File: config.mk
export PLATFORM = sky130hd
export DESIGN_NAME = magnetometer_hard_iron_heading
export DESIGN_NICKNAME = d
export VERILOG_FILES = /design/src/rtl/core/mhh_pkg.sv /design/src/rtl/core/mhh_ctrl.sv /design/src/rtl/core/mhh_datapath.sv /design/src/rtl/core/magnetometer_hard_iron_heading.sv
export SDC_FILE = /design/constraint.sdc
export NUM_CORES = 2
export LEC_CHECK = 0
export BUFFER_PORTS_ARGS = -buffer_cell sky130_fd_sc_hd__buf_2
export CELL_PAD_IN_SITES_DETAIL_PLACEMENT = 1
export CELL_PAD_IN_SITES_GLOBAL_PLACEMENT = 1
export CORE_MARGIN = 2
export CORE_UTILIZATION = 40
export DETAILED_ROUTE_END_ITERATION = 6
export HOLD_SLACK_MARGIN = 0.08
export PLACE_DENSITY = 0.7
export SETUP_SLACK_MARGIN = 0.3
export SLEW_MARGIN = 30
export SYNTH_ARGS = -nofsm -noshare
export SYNTH_HDL_FRONTEND = slang
export SYNTH_SLANG_ARGS = --single-unit
File: constraint.sdc
create_clock -name aclk -period 7.36 [get_ports aclk]
set_clock_uncertainty 0.15 [all_clocks]
set_input_delay 1.472 -clock aclk [delete_from_list [all_inputs] [get_ports aclk]]
set_output_delay 1.472 -clock aclk [all_outputs]
set_load 0.03 [all_outputs]
File: src/rtl/core/mhh_pkg.sv
// ----------------------------------------------------------------------------
// mhh_pkg
// Shared types, constants and the arctangent table for the hard-iron
// calibration and heading block.
// ----------------------------------------------------------------------------
package mhh_pkg;

    localparam int CORDIC_STEPS = 20;
    localparam int IDX_W        = $clog2(CORDIC_STEPS);

    // CORDIC vector width, angle accumulator width, wrapped angle width.
    localparam int CW = 49;
    localparam int ZW = 34;
    localparam int AW = 33;
    localparam int PW = AW + 9;

    localparam logic signed [15:0] LIMIT_INIT    = 16'sd32700;
    localparam logic signed [ZW-1:0] QUARTER_TURN = ZW'(64'sd1073741824);
    localparam logic signed [ZW-1:0] HALF_TURN    = ZW'(64'sd2147483648);
    localparam logic signed [ZW-1:0] FULL_TURN    = ZW'(64'sd4294967296);
    localparam logic [PW-1:0]        DEG_PER_TURN = PW'(360);

    localparam logic OP_SAMPLE  = 1'b0;
    localparam logic OP_RESTART = 1'b1;

    typedef enum logic [1:0] {
        CFG_CALIBRATE = 2'd0,
        CFG_OFFSET_X  = 2'd1,
        CFG_OFFSET_Y  = 2'd2,
        CFG_OFFSET_Z  = 2'd3
    } cfg_index_t;

    typedef struct packed {
        logic              op;
        logic signed [15:0] mag_x;
        logic signed [15:0] mag_y;
        logic signed [15:0] mag_z;
    } in_item_t;

    typedef struct packed {
        logic signed [15:0] corr_x;
        logic signed [15:0] corr_y;
        logic signed [15:0] corr_z;
        logic [8:0]         heading_deg;
        logic               valid_res;
    } out_item_t;

    typedef struct packed {
        logic              calibrate;
        logic signed [15:0] offset_x;
        logic signed [15:0] offset_y;
        logic signed [15:0] offset_z;
    } cfg_t;

    typedef enum logic [2:0] {
        ST_IDLE,
        ST_LIMIT,
        ST_CORRECT,
        ST_PREROT,
        ST_ITER,
        ST_WRAP,
        ST_SCALE,
        ST_DONE
    } state_t;

    typedef struct packed {
        logic             load_in;
        logic             limit;
        logic             correct;
        logic             prerot;
        logic             iter;
        logic             wrap;
        logic             scale;
        logic             push;
        logic [IDX_W-1:0] iter_idx;
    } cmd_t;

    typedef struct packed {
        logic skip;
    } stat_t;

    // Arctangent of 2^-i in binary angle units (2^32 per turn), rounded.
    function automatic logic [30:0] atan_entry(input logic [4:0] i);
        logic [30:0] r;
        case (i)
            5'd0:  r = 31'd536870912;
            5'd1:  r = 31'd316933406;
            5'd2:  r = 31'd167458907;
            5'd3:  r = 31'd85004756;
            5'd4:  r = 31'd42667331;
            5'd5:  r = 31'd21354465;
            5'd6:  r = 31'd10679838;
            5'd7:  r = 31'd5340245;
            5'd8:  r = 31'd2670163;
            5'd9:  r = 31'd1335087;
            5'd10: r = 31'd667544;
            5'd11: r = 31'd333772;
            5'd12: r = 31'd166886;
            5'd13: r = 31'd83443;
            5'd14: r = 31'd41722;
            5'd15: r = 31'd20861;
            5'd16: r = 31'd10430;
            5'd17: r = 31'd5215;
            5'd18: r = 31'd2608;
            5'd19: r = 31'd1304;
            5'd20: r = 31'd652;
            5'd21: r = 31'd326;
            5'd22: r = 31'd163;
            5'd23: r = 31'd81;
            5'd24: r = 31'd41;
            5'd25: r = 31'd20;
            5'd26: r = 31'd10;
            5'd27: r = 31'd5;
            5'd28: r = 31'd3;
            5'd29: r = 31'd1;
            5'd30: r = 31'd1;
            default: r = 31'd0;
        endcase
        return r;
    endfunction

endpackage

File: src/rtl/core/mhh_ctrl.sv
// ----------------------------------------------------------------------------
// mhh_ctrl
// Sequencer for one transaction: limit update, offset correction, CORDIC
// iterations, angle scaling, and the output register handshake.
// ----------------------------------------------------------------------------
module mhh_ctrl
    import mhh_pkg::*;
(
    input  logic  aclk,
    input  logic  aresetn,
    input  logic  s_valid,
    output logic  s_ready,
    output logic  m_valid,
    input  logic  m_ready,
    input  stat_t stat,
    output cmd_t  cmd
);

    state_t           state_reg, state_next;
    logic [IDX_W-1:0] iter_reg, iter_next;
    logic             m_valid_reg, m_valid_next;
    logic             out_free;

    assign out_free = !m_valid_reg || m_ready;

    always_ff @(posedge aclk) begin
        if (!aresetn) begin
            state_reg   <= ST_IDLE;
            iter_reg    <= '0;
            m_valid_reg <= 1'b0;
        end else begin
            state_reg   <= state_next;
            iter_reg    <= iter_next;
            m_valid_reg <= m_valid_next;
        end
    end

    // Next state.
    always_comb begin
        state_next = state_reg;
        iter_next  = iter_reg;
        case (state_reg)
            ST_IDLE: begin
                if (s_valid) begin
                    state_next = ST_LIMIT;
                end
            end
            ST_LIMIT: begin
                state_next = stat.skip ? ST_DONE : ST_CORRECT;
            end
            ST_CORRECT: begin
                state_next = ST_PREROT;
            end
            ST_PREROT: begin
                iter_next  = '0;
                state_next = ST_ITER;
            end
            ST_ITER: begin
                if (iter_reg == IDX_W'(CORDIC_STEPS - 1)) begin
                    state_next = ST_WRAP;
                end else begin
                    iter_next = iter_reg + 1'b1;
                end
            end
            ST_WRAP: begin
                state_next = ST_SCALE;
            end
            ST_SCALE: begin
                state_next = ST_DONE;
            end
            ST_DONE: begin
                if (out_free) begin
                    state_next = ST_IDLE;
                end
            end
            default: begin
                state_next = ST_IDLE;
            end
        endcase
    end

    // Outputs.
    always_comb begin
        cmd          = '0;
        cmd.iter_idx = iter_reg;
        s_ready      = 1'b0;
        case (state_reg)
            ST_IDLE: begin
                s_ready     = 1'b1;
                cmd.load_in = s_valid;
            end
            ST_LIMIT:   cmd.limit   = 1'b1;
            ST_CORRECT: cmd.correct = 1'b1;
            ST_PREROT:  cmd.prerot  = 1'b1;
            ST_ITER:    cmd.iter    = 1'b1;
            ST_WRAP:    cmd.wrap    = 1'b1;
            ST_SCALE:   cmd.scale   = 1'b1;
            ST_DONE:    cmd.push    = out_free;
            default:    cmd.push    = 1'b0;
        endcase
    end

    always_comb begin
        if (cmd.push) begin
            m_valid_next = 1'b1;
        end else if (m_ready) begin
            m_valid_next = 1'b0;
        end else begin
            m_valid_next = m_valid_reg;
        end
    end

    assign m_valid = m_valid_reg;

endmodule

File: src/rtl/core/mhh_datapath.sv
// ----------------------------------------------------------------------------
// mhh_datapath
// Per-axis limit tracking, offset correction, a shared CORDIC stage run once
// per step, angle wrap and degree scaling, and the result register.
// ----------------------------------------------------------------------------
module mhh_datapath
    import mhh_pkg::*;
(
    input  logic      aclk,
    input  logic      aresetn,
    input  in_item_t  s_data,
    input  cfg_t      cfg,
    input  cmd_t      cmd,
    output stat_t     stat,
    output out_item_t m_data
);

    in_item_t           item_reg;
    logic signed [15:0] low_reg  [3];
    logic signed [15:0] high_reg [3];
    logic signed [15:0] off_reg  [3];
    logic signed [15:0] corr_reg [3];
    logic               ok_reg;
    logic signed [CW-1:0] x_reg, y_reg;
    logic signed [ZW-1:0] z_reg;
    logic               axis_reg;
    logic [AW-1:0]      ang_reg;
    logic [8:0]         head_reg;
    out_item_t          out_reg;

    logic signed [15:0] raw      [3];
    logic signed [15:0] setting  [3];
    logic signed [15:0] low_next [3];
    logic signed [15:0] high_next[3];
    logic signed [15:0] off_lim  [3];
    logic signed [15:0] mid      [3];
    logic signed [15:0] off_use  [3];
    logic signed [16:0] lim_sum  [3];
    logic               spread;
    logic               restart;

    assign raw[0]     = item_reg.mag_x;
    assign raw[1]     = item_reg.mag_y;
    assign raw[2]     = item_reg.mag_z;
    assign setting[0] = cfg.offset_x;
    assign setting[1] = cfg.offset_y;
    assign setting[2] = cfg.offset_z;
    assign restart    = (item_reg.op == OP_RESTART);

    // Limit update, or reload on a restart transaction.
    always_comb begin
        spread = 1'b1;
        for (int k = 0; k < 3; k++) begin
            low_next[k]  = low_reg[k];
            high_next[k] = high_reg[k];
            off_lim[k]   = off_reg[k];
            if (restart) begin
                if (cfg.calibrate) begin
                    low_next[k]  = LIMIT_INIT;
                    high_next[k] = -LIMIT_INIT;
                    off_lim[k]   = '0;
                end else begin
                    low_next[k]  = '0;
                    high_next[k] = '0;
                    off_lim[k]   = setting[k];
                end
            end else if (cfg.calibrate) begin
                if (raw[k] < low_reg[k]) begin
                    low_next[k] = raw[k];
                end
                if (raw[k] > high_reg[k]) begin
                    high_next[k] = raw[k];
                end
            end
            if (low_next[k] >= high_next[k]) begin
                spread = 1'b0;
            end
        end
    end

    assign stat.skip = restart || (cfg.calibrate && !spread);

    // Midpoint of the limits, truncated toward zero.
    always_comb begin
        for (int k = 0; k < 3; k++) begin
            lim_sum[k] = 17'(low_reg[k]) + 17'(high_reg[k]);
            mid[k]     = 16'((lim_sum[k] + 17'(lim_sum[k][16])) >>> 1);
            off_use[k] = cfg.calibrate ? mid[k] : off_reg[k];
        end
    end

    always_ff @(posedge aclk) begin
        if (!aresetn) begin
            for (int k = 0; k < 3; k++) begin
                low_reg[k]  <= '0;
                high_reg[k] <= '0;
                off_reg[k]  <= '0;
            end
        end else if (cmd.limit) begin
            for (int k = 0; k < 3; k++) begin
                low_reg[k]  <= low_next[k];
                high_reg[k] <= high_next[k];
                off_reg[k]  <= off_lim[k];
            end
        end else if (cmd.correct) begin
            for (int k = 0; k < 3; k++) begin
                off_reg[k] <= off_use[k];
            end
        end
    end

    // CORDIC input: a = corr_x, b = -corr_y, both scaled by 2^30.
    logic signed [15:0]   a_val;
    logic signed [16:0]   b_val;
    logic signed [CW-1:0] ax, bx;
    logic signed [CW-1:0] x_init, y_init;
    logic signed [ZW-1:0] z_init;
    logic                 axis_init;

    always_comb begin
        a_val     = corr_reg[0];
        b_val     = -{corr_reg[1][15], corr_reg[1]};
        ax        = {{(CW - 46){a_val[15]}}, a_val, 30'b0};
        bx        = {{(CW - 47){b_val[16]}}, b_val, 30'b0};
        axis_init = (a_val == '0) || (b_val == '0);
        x_init    = bx;
        y_init    = ax;
        z_init    = '0;
        if (a_val == '0) begin
            z_init = b_val[16] ? HALF_TURN : '0;
        end else if (b_val == '0) begin
            z_init = (a_val > 0) ? QUARTER_TURN : -QUARTER_TURN;
        end else if (bx < 0) begin
            // Rotate into the right half plane first.
            if (ax > 0) begin
                x_init = ax;
                y_init = -bx;
                z_init = QUARTER_TURN;
            end else begin
                x_init = -ax;
                y_init = bx;
                z_init = -QUARTER_TURN;
            end
        end
    end

    // One vectoring step per cycle.
    logic signed [CW-1:0] dx, dy;
    logic signed [ZW-1:0] step_ang;

    always_comb begin
        dx       = y_reg >>> cmd.iter_idx;
        dy       = x_reg >>> cmd.iter_idx;
        step_ang = signed'(ZW'(atan_entry(5'(cmd.iter_idx))));
    end

    logic signed [ZW-1:0] z_wrapped;
    logic [PW-1:0]        prod;

    assign z_wrapped = (z_reg <= 0) ? z_reg + FULL_TURN : z_reg;
    assign prod      = PW'(ang_reg) * DEG_PER_TURN;

    always_ff @(posedge aclk) begin
        if (cmd.load_in) begin
            item_reg <= s_data;
        end
        if (cmd.limit) begin
            ok_reg <= !stat.skip;
        end
        if (cmd.correct) begin
            for (int k = 0; k < 3; k++) begin
                corr_reg[k] <= raw[k] - off_use[k];
            end
        end
        if (cmd.prerot) begin
            x_reg    <= x_init;
            y_reg    <= y_init;
            z_reg    <= z_init;
            axis_reg <= axis_init;
        end
        if (cmd.iter && !axis_reg) begin
            if (y_reg > 0) begin
                x_reg <= x_reg + dx;
                y_reg <= y_reg - dy;
                z_reg <= z_reg + step_ang;
            end else begin
                x_reg <= x_reg - dx;
                y_reg <= y_reg + dy;
                z_reg <= z_reg - step_ang;
            end
        end
        if (cmd.wrap) begin
            ang_reg <= z_wrapped[AW-1:0];
        end
        if (cmd.scale) begin
            head_reg <= prod[AW+7 -: 9];
        end
        if (cmd.push) begin
            if (ok_reg) begin
                out_reg.corr_x      <= corr_reg[0];
                out_reg.corr_y      <= corr_reg[1];
                out_reg.corr_z      <= corr_reg[2];
                out_reg.heading_deg <= head_reg;
                out_reg.valid_res   <= 1'b1;
            end else begin
                out_reg <= '0;
            end
        end
    end

    assign m_data = out_reg;

endmodule

File: src/rtl/core/magnetometer_hard_iron_heading.sv
// ----------------------------------------------------------------------------
// magnetometer_hard_iron_heading
// Hard-iron min/max calibration of a three-axis magnetometer sample with a
// CORDIC heading in whole degrees.
// ----------------------------------------------------------------------------
// Usage:
//   s_valid/s_ready/s_data carry one transaction per raw sample (op = sample)
//   or a restart of the limits and offsets (op = restart). m_valid/m_ready/
//   m_data return exactly one result transaction for each input transaction.
//   The configuration port (cfg_wr_en, cfg_index, cfg_wdata) writes the mode or one of
//   the three saved offsets, selected by cfg_index; write it only while idle.
//   A new sample is accepted only after the previous one has been pushed to the
//   output register; the CORDIC step loop runs one step per cycle on a single
//   shift-add unit. A restart or an unspread calibration sample skips the
//   correction and the CORDIC steps and pushes an all-zero result.
//   The result sits in an output register; a new sample is accepted while it
//   waits, and processing stalls before the next write to that register
//   until the receiver takes the pending result.
//   Reset clears the mode, the offset settings, the limits and the stored
//   offsets, and empties the output register.
// ----------------------------------------------------------------------------
module magnetometer_hard_iron_heading
    import mhh_pkg::*;
(
    input  logic        aclk,
    input  logic        aresetn,
    input  logic        s_valid,
    output logic        s_ready,
    input  in_item_t    s_data,
    output logic        m_valid,
    input  logic        m_ready,
    output out_item_t   m_data,
    input  logic        cfg_wr_en,
    input  logic [1:0]  cfg_index,
    input  logic [15:0] cfg_wdata
);

    cfg_t  cfg_reg;
    cmd_t  cmd;
    stat_t stat;

    always_ff @(posedge aclk) begin
        if (!aresetn) begin
            cfg_reg <= '0;
        end else if (cfg_wr_en) begin
            case (cfg_index)
                CFG_CALIBRATE: cfg_reg.calibrate <= cfg_wdata[0];
                CFG_OFFSET_X:  cfg_reg.offset_x  <= cfg_wdata;
                CFG_OFFSET_Y:  cfg_reg.offset_y  <= cfg_wdata;
                CFG_OFFSET_Z:  cfg_reg.offset_z  <= cfg_wdata;
                default:       cfg_reg           <= cfg_reg;
            endcase
        end
    end

    mhh_ctrl u_ctrl (
        .aclk    (aclk),
        .aresetn (aresetn),
        .s_valid (s_valid),
        .s_ready (s_ready),
        .m_valid (m_valid),
        .m_ready (m_ready),
        .stat    (stat),
        .cmd     (cmd)
    );

    mhh_datapath u_datapath (
        .aclk    (aclk),
        .aresetn (aresetn),
        .s_data  (s_data),
        .cfg     (cfg_reg),
        .cmd     (cmd),
        .stat    (stat),
        .m_data  (m_data)
    );

endmodule
==> impl_metrics.tcl <==
set metrics [dict create \
    drtAntennaViolNets 0 \
    track_usage_pct 29.3 \
    synth.area.top_cells "edfxtp_1 (27%), ha_1 (11%), mux4_2 (4.5%)" \
    path_clk_slew_ps 50 \
    cts_htree_levels 3 \
    final_cells 7788 \
    yosysTopAreaCell "edfxtp_1" \
    grt_max_degree 89 \
    die-area_um2 135000 \
    clock_latency_ps 700 \
    synthArstFlopShare_pct 0 \
    grt_pass1_wl_um 305000 \
    via_per_inst 6.06 \
    grt_pass1_vias 48406 \
    total_power_mw 22.3 \
    end_kind "flop" \
    fillCellCount 15011 \
    syn_nets 6324 \
    status "finished, final reports clean" \
    ctsLongestPathBuffers 3 \
    critPathSlowestCell "edfxtp_1" \
    final-seq-area_um2 16000 \
    hp-class "flop to flop" \
    route.detailed.drc 0 \
    synth_edf_count 475 \
    rows 133 \
    fin_crit_sh_pct 92.7 \
    rsz0062_at_grt "no" \
    yosysWarnings 0 \
    slew_violations 0 \
    p_leak_nw 24.1 \
    post_drt_wl_per_cell_um 26.2 \
    ys_ff_latch 563 \
    worstPathArrival_ps 7070 \
    final_hold_viol_count 0 \
    ys_seq_area_share_pct 30.3 \
    nets 6565 \
    root_buffer "clkbuf_16" \
    io_buffers 131 \
    postSynthAreaPerCell_um2 9.23 \
    synth_cell_types 111 \
    finalSetupTns_ps 0 \
    max-vdd-ir-drop_uv 245 \
    gp_congestion 1.03 \
    synth_top_area_share_pct 27.0 \
    die_h_um 368 \
    critPathMaxStageDelay_ps 680 \
    tightestPinTransition_ps 1040 \
    routed-via-count 47173 \
    fmax_mhz 147 \
    totalWireLength_um 204000 \
    cp_common_cell "buf_4" \
    synthFlopType "edfxtp_1" \
    cp_data_required_time_ps 7600 \
    synthCells 5728 \
    setup_viol 0 \
    maxSlewHeadroom_pct 30.1 \
    maxCapViolations 0 \
    cp-start-kind "flop" \
    cts_tree "yes" \
    pin_count 132 \
    power_density_nw_per_um2 374 \
    worstSetupPathType "flop to flop" \
    largest_reg_flops 58 \
    hold_buffers 0 \
    drt_iter0_markers 3855 \
    cts_inserted_buffers 73 \
    dp_hpwl_um 158000 \
    drive_gt1_share_pct 15.3 \
    multi_input_area_um2 34700 \
    crit_fanout 10 \
    syn2layout_area_growth_pct 12.9 \
    coreArea_um2 131000 \
    overflow 0 \
    period_needed_ps 6820 \
    first_pass_iters 6 \
    cts.sinks 563 \
    die_width_um 368 \
    hold_slack_ps 320 \
    syn_area_um2 52900 \
    final_common_cell "nor2_1" \
    dp_cells 7622 \
    grt_antenna_before_repair 11 \
    start_util_pct 40.3 \
    mostFrequentLayoutCells "nor2_1 (578), nand2_1 (534), edfxtp_1 (475)" \
]
-- layer usage --
metal / up-vias / track usage [%] / part of all wire [%]
met5: - / 0 / 0.011
met2: 1575 / 47.7 / 46
li1: 21490 / - / -
met1: 23595 / 37.8 / 42
met3: 509 / 4.69 / 6.1
met4: 4 / 14.3 / 5.6
-- final cells by class --
cell class	instances	area share, %
Sequential cell	563	26.9
Multi-Input combinational cell	4565	58.0
Antenna cell	4	0.0168
Clock buffer	101	3.45
Clock inverter	34	0.610
Tap cell	1755	3.68
Inverter	339	2.13
Timing Repair Buffer	427	5.20
-- final timing paths --
| path | slack (ps) | cells past startpoint | endpoint | start |
|---|---|---|---|---|
| setup / recovery | 540 | 25 | u_datapath.x_reg[46] | u_datapath.y_reg[28] |
| hold reg to reg | 320 | 2 | cfg_reg[26] | cfg_reg[26] |
| hold / removal | 320 | 2 | cfg_reg[26] | cfg_reg[26] |
| setup reg to reg | 540 | 25 | u_datapath.x_reg[46] | u_datapath.y_reg[28] |
-- cells in the mapped netlist (94+ instances only) --
cell type,number
mux2_2,133
xnor2_1,229
a21o_1,168
ha_1,456
mux4_2,105
and2_1,108
o21ai_0,237
nand2_1,538
a21oi_1,340
xor2_1,176
clkbuf_1,167
edfxtp_1,475
inv_1,331
nor3_1,94
nor2_1,584
mux2i_1,166
-- critical path, delay by kind of cell, from the launching register on --
| kind | cells | cell delay [ps] |
|---|---|---|
| adder cells (fa/ha/maj) | 1 | 310 |
| flip-flops | 1 | 680 |
| AO/OA/AOI/OAI | 9 | 1560 |
| XOR/XNOR | 2 | 320 |
| multiplexers | 3 | 1430 |
| buffers and inverters | 4 | 700 |
| AND/OR/NAND/NOR | 6 | 1360 |
-- kinds of logic after synthesis --
group | after synthesis | synth area share (%)
buf+inv | 600 | 4.74
simple gates | 1807 | 16.2
xor+xnor | 407 | 6.79
compound gates | 1398 | 17.6
flops | 563 | 30.3
mux | 429 | 11.0
fa+ha+maj | 524 | 13.4
-- stage by stage --
step,setup slack [ps],area [um2],util (%)
CTS,280,59200,45.1
detailed placement,15.6,56700,43.2
floorplan,565,52900,-
finish,536,59700,45.5
global placement,180,56700,43.2
global route,284,59700,45.5
-- timing repair --
item / CTS / global route
pin swaps: 0 / 6
setup buffers: 4 / 19
gates cloned: 0 / 3
endpoints found under the setup margin: 18 / 43
resized for setup: 6 / 45
-- power by group --
part,total (mW),switching (mW),internal (mW)
Clock,3.68,1.56,2.12
Combinational,13.4,7.91,5.51
Sequential,5.22,0.838,4.39
(Power assumes the default switching activity.)
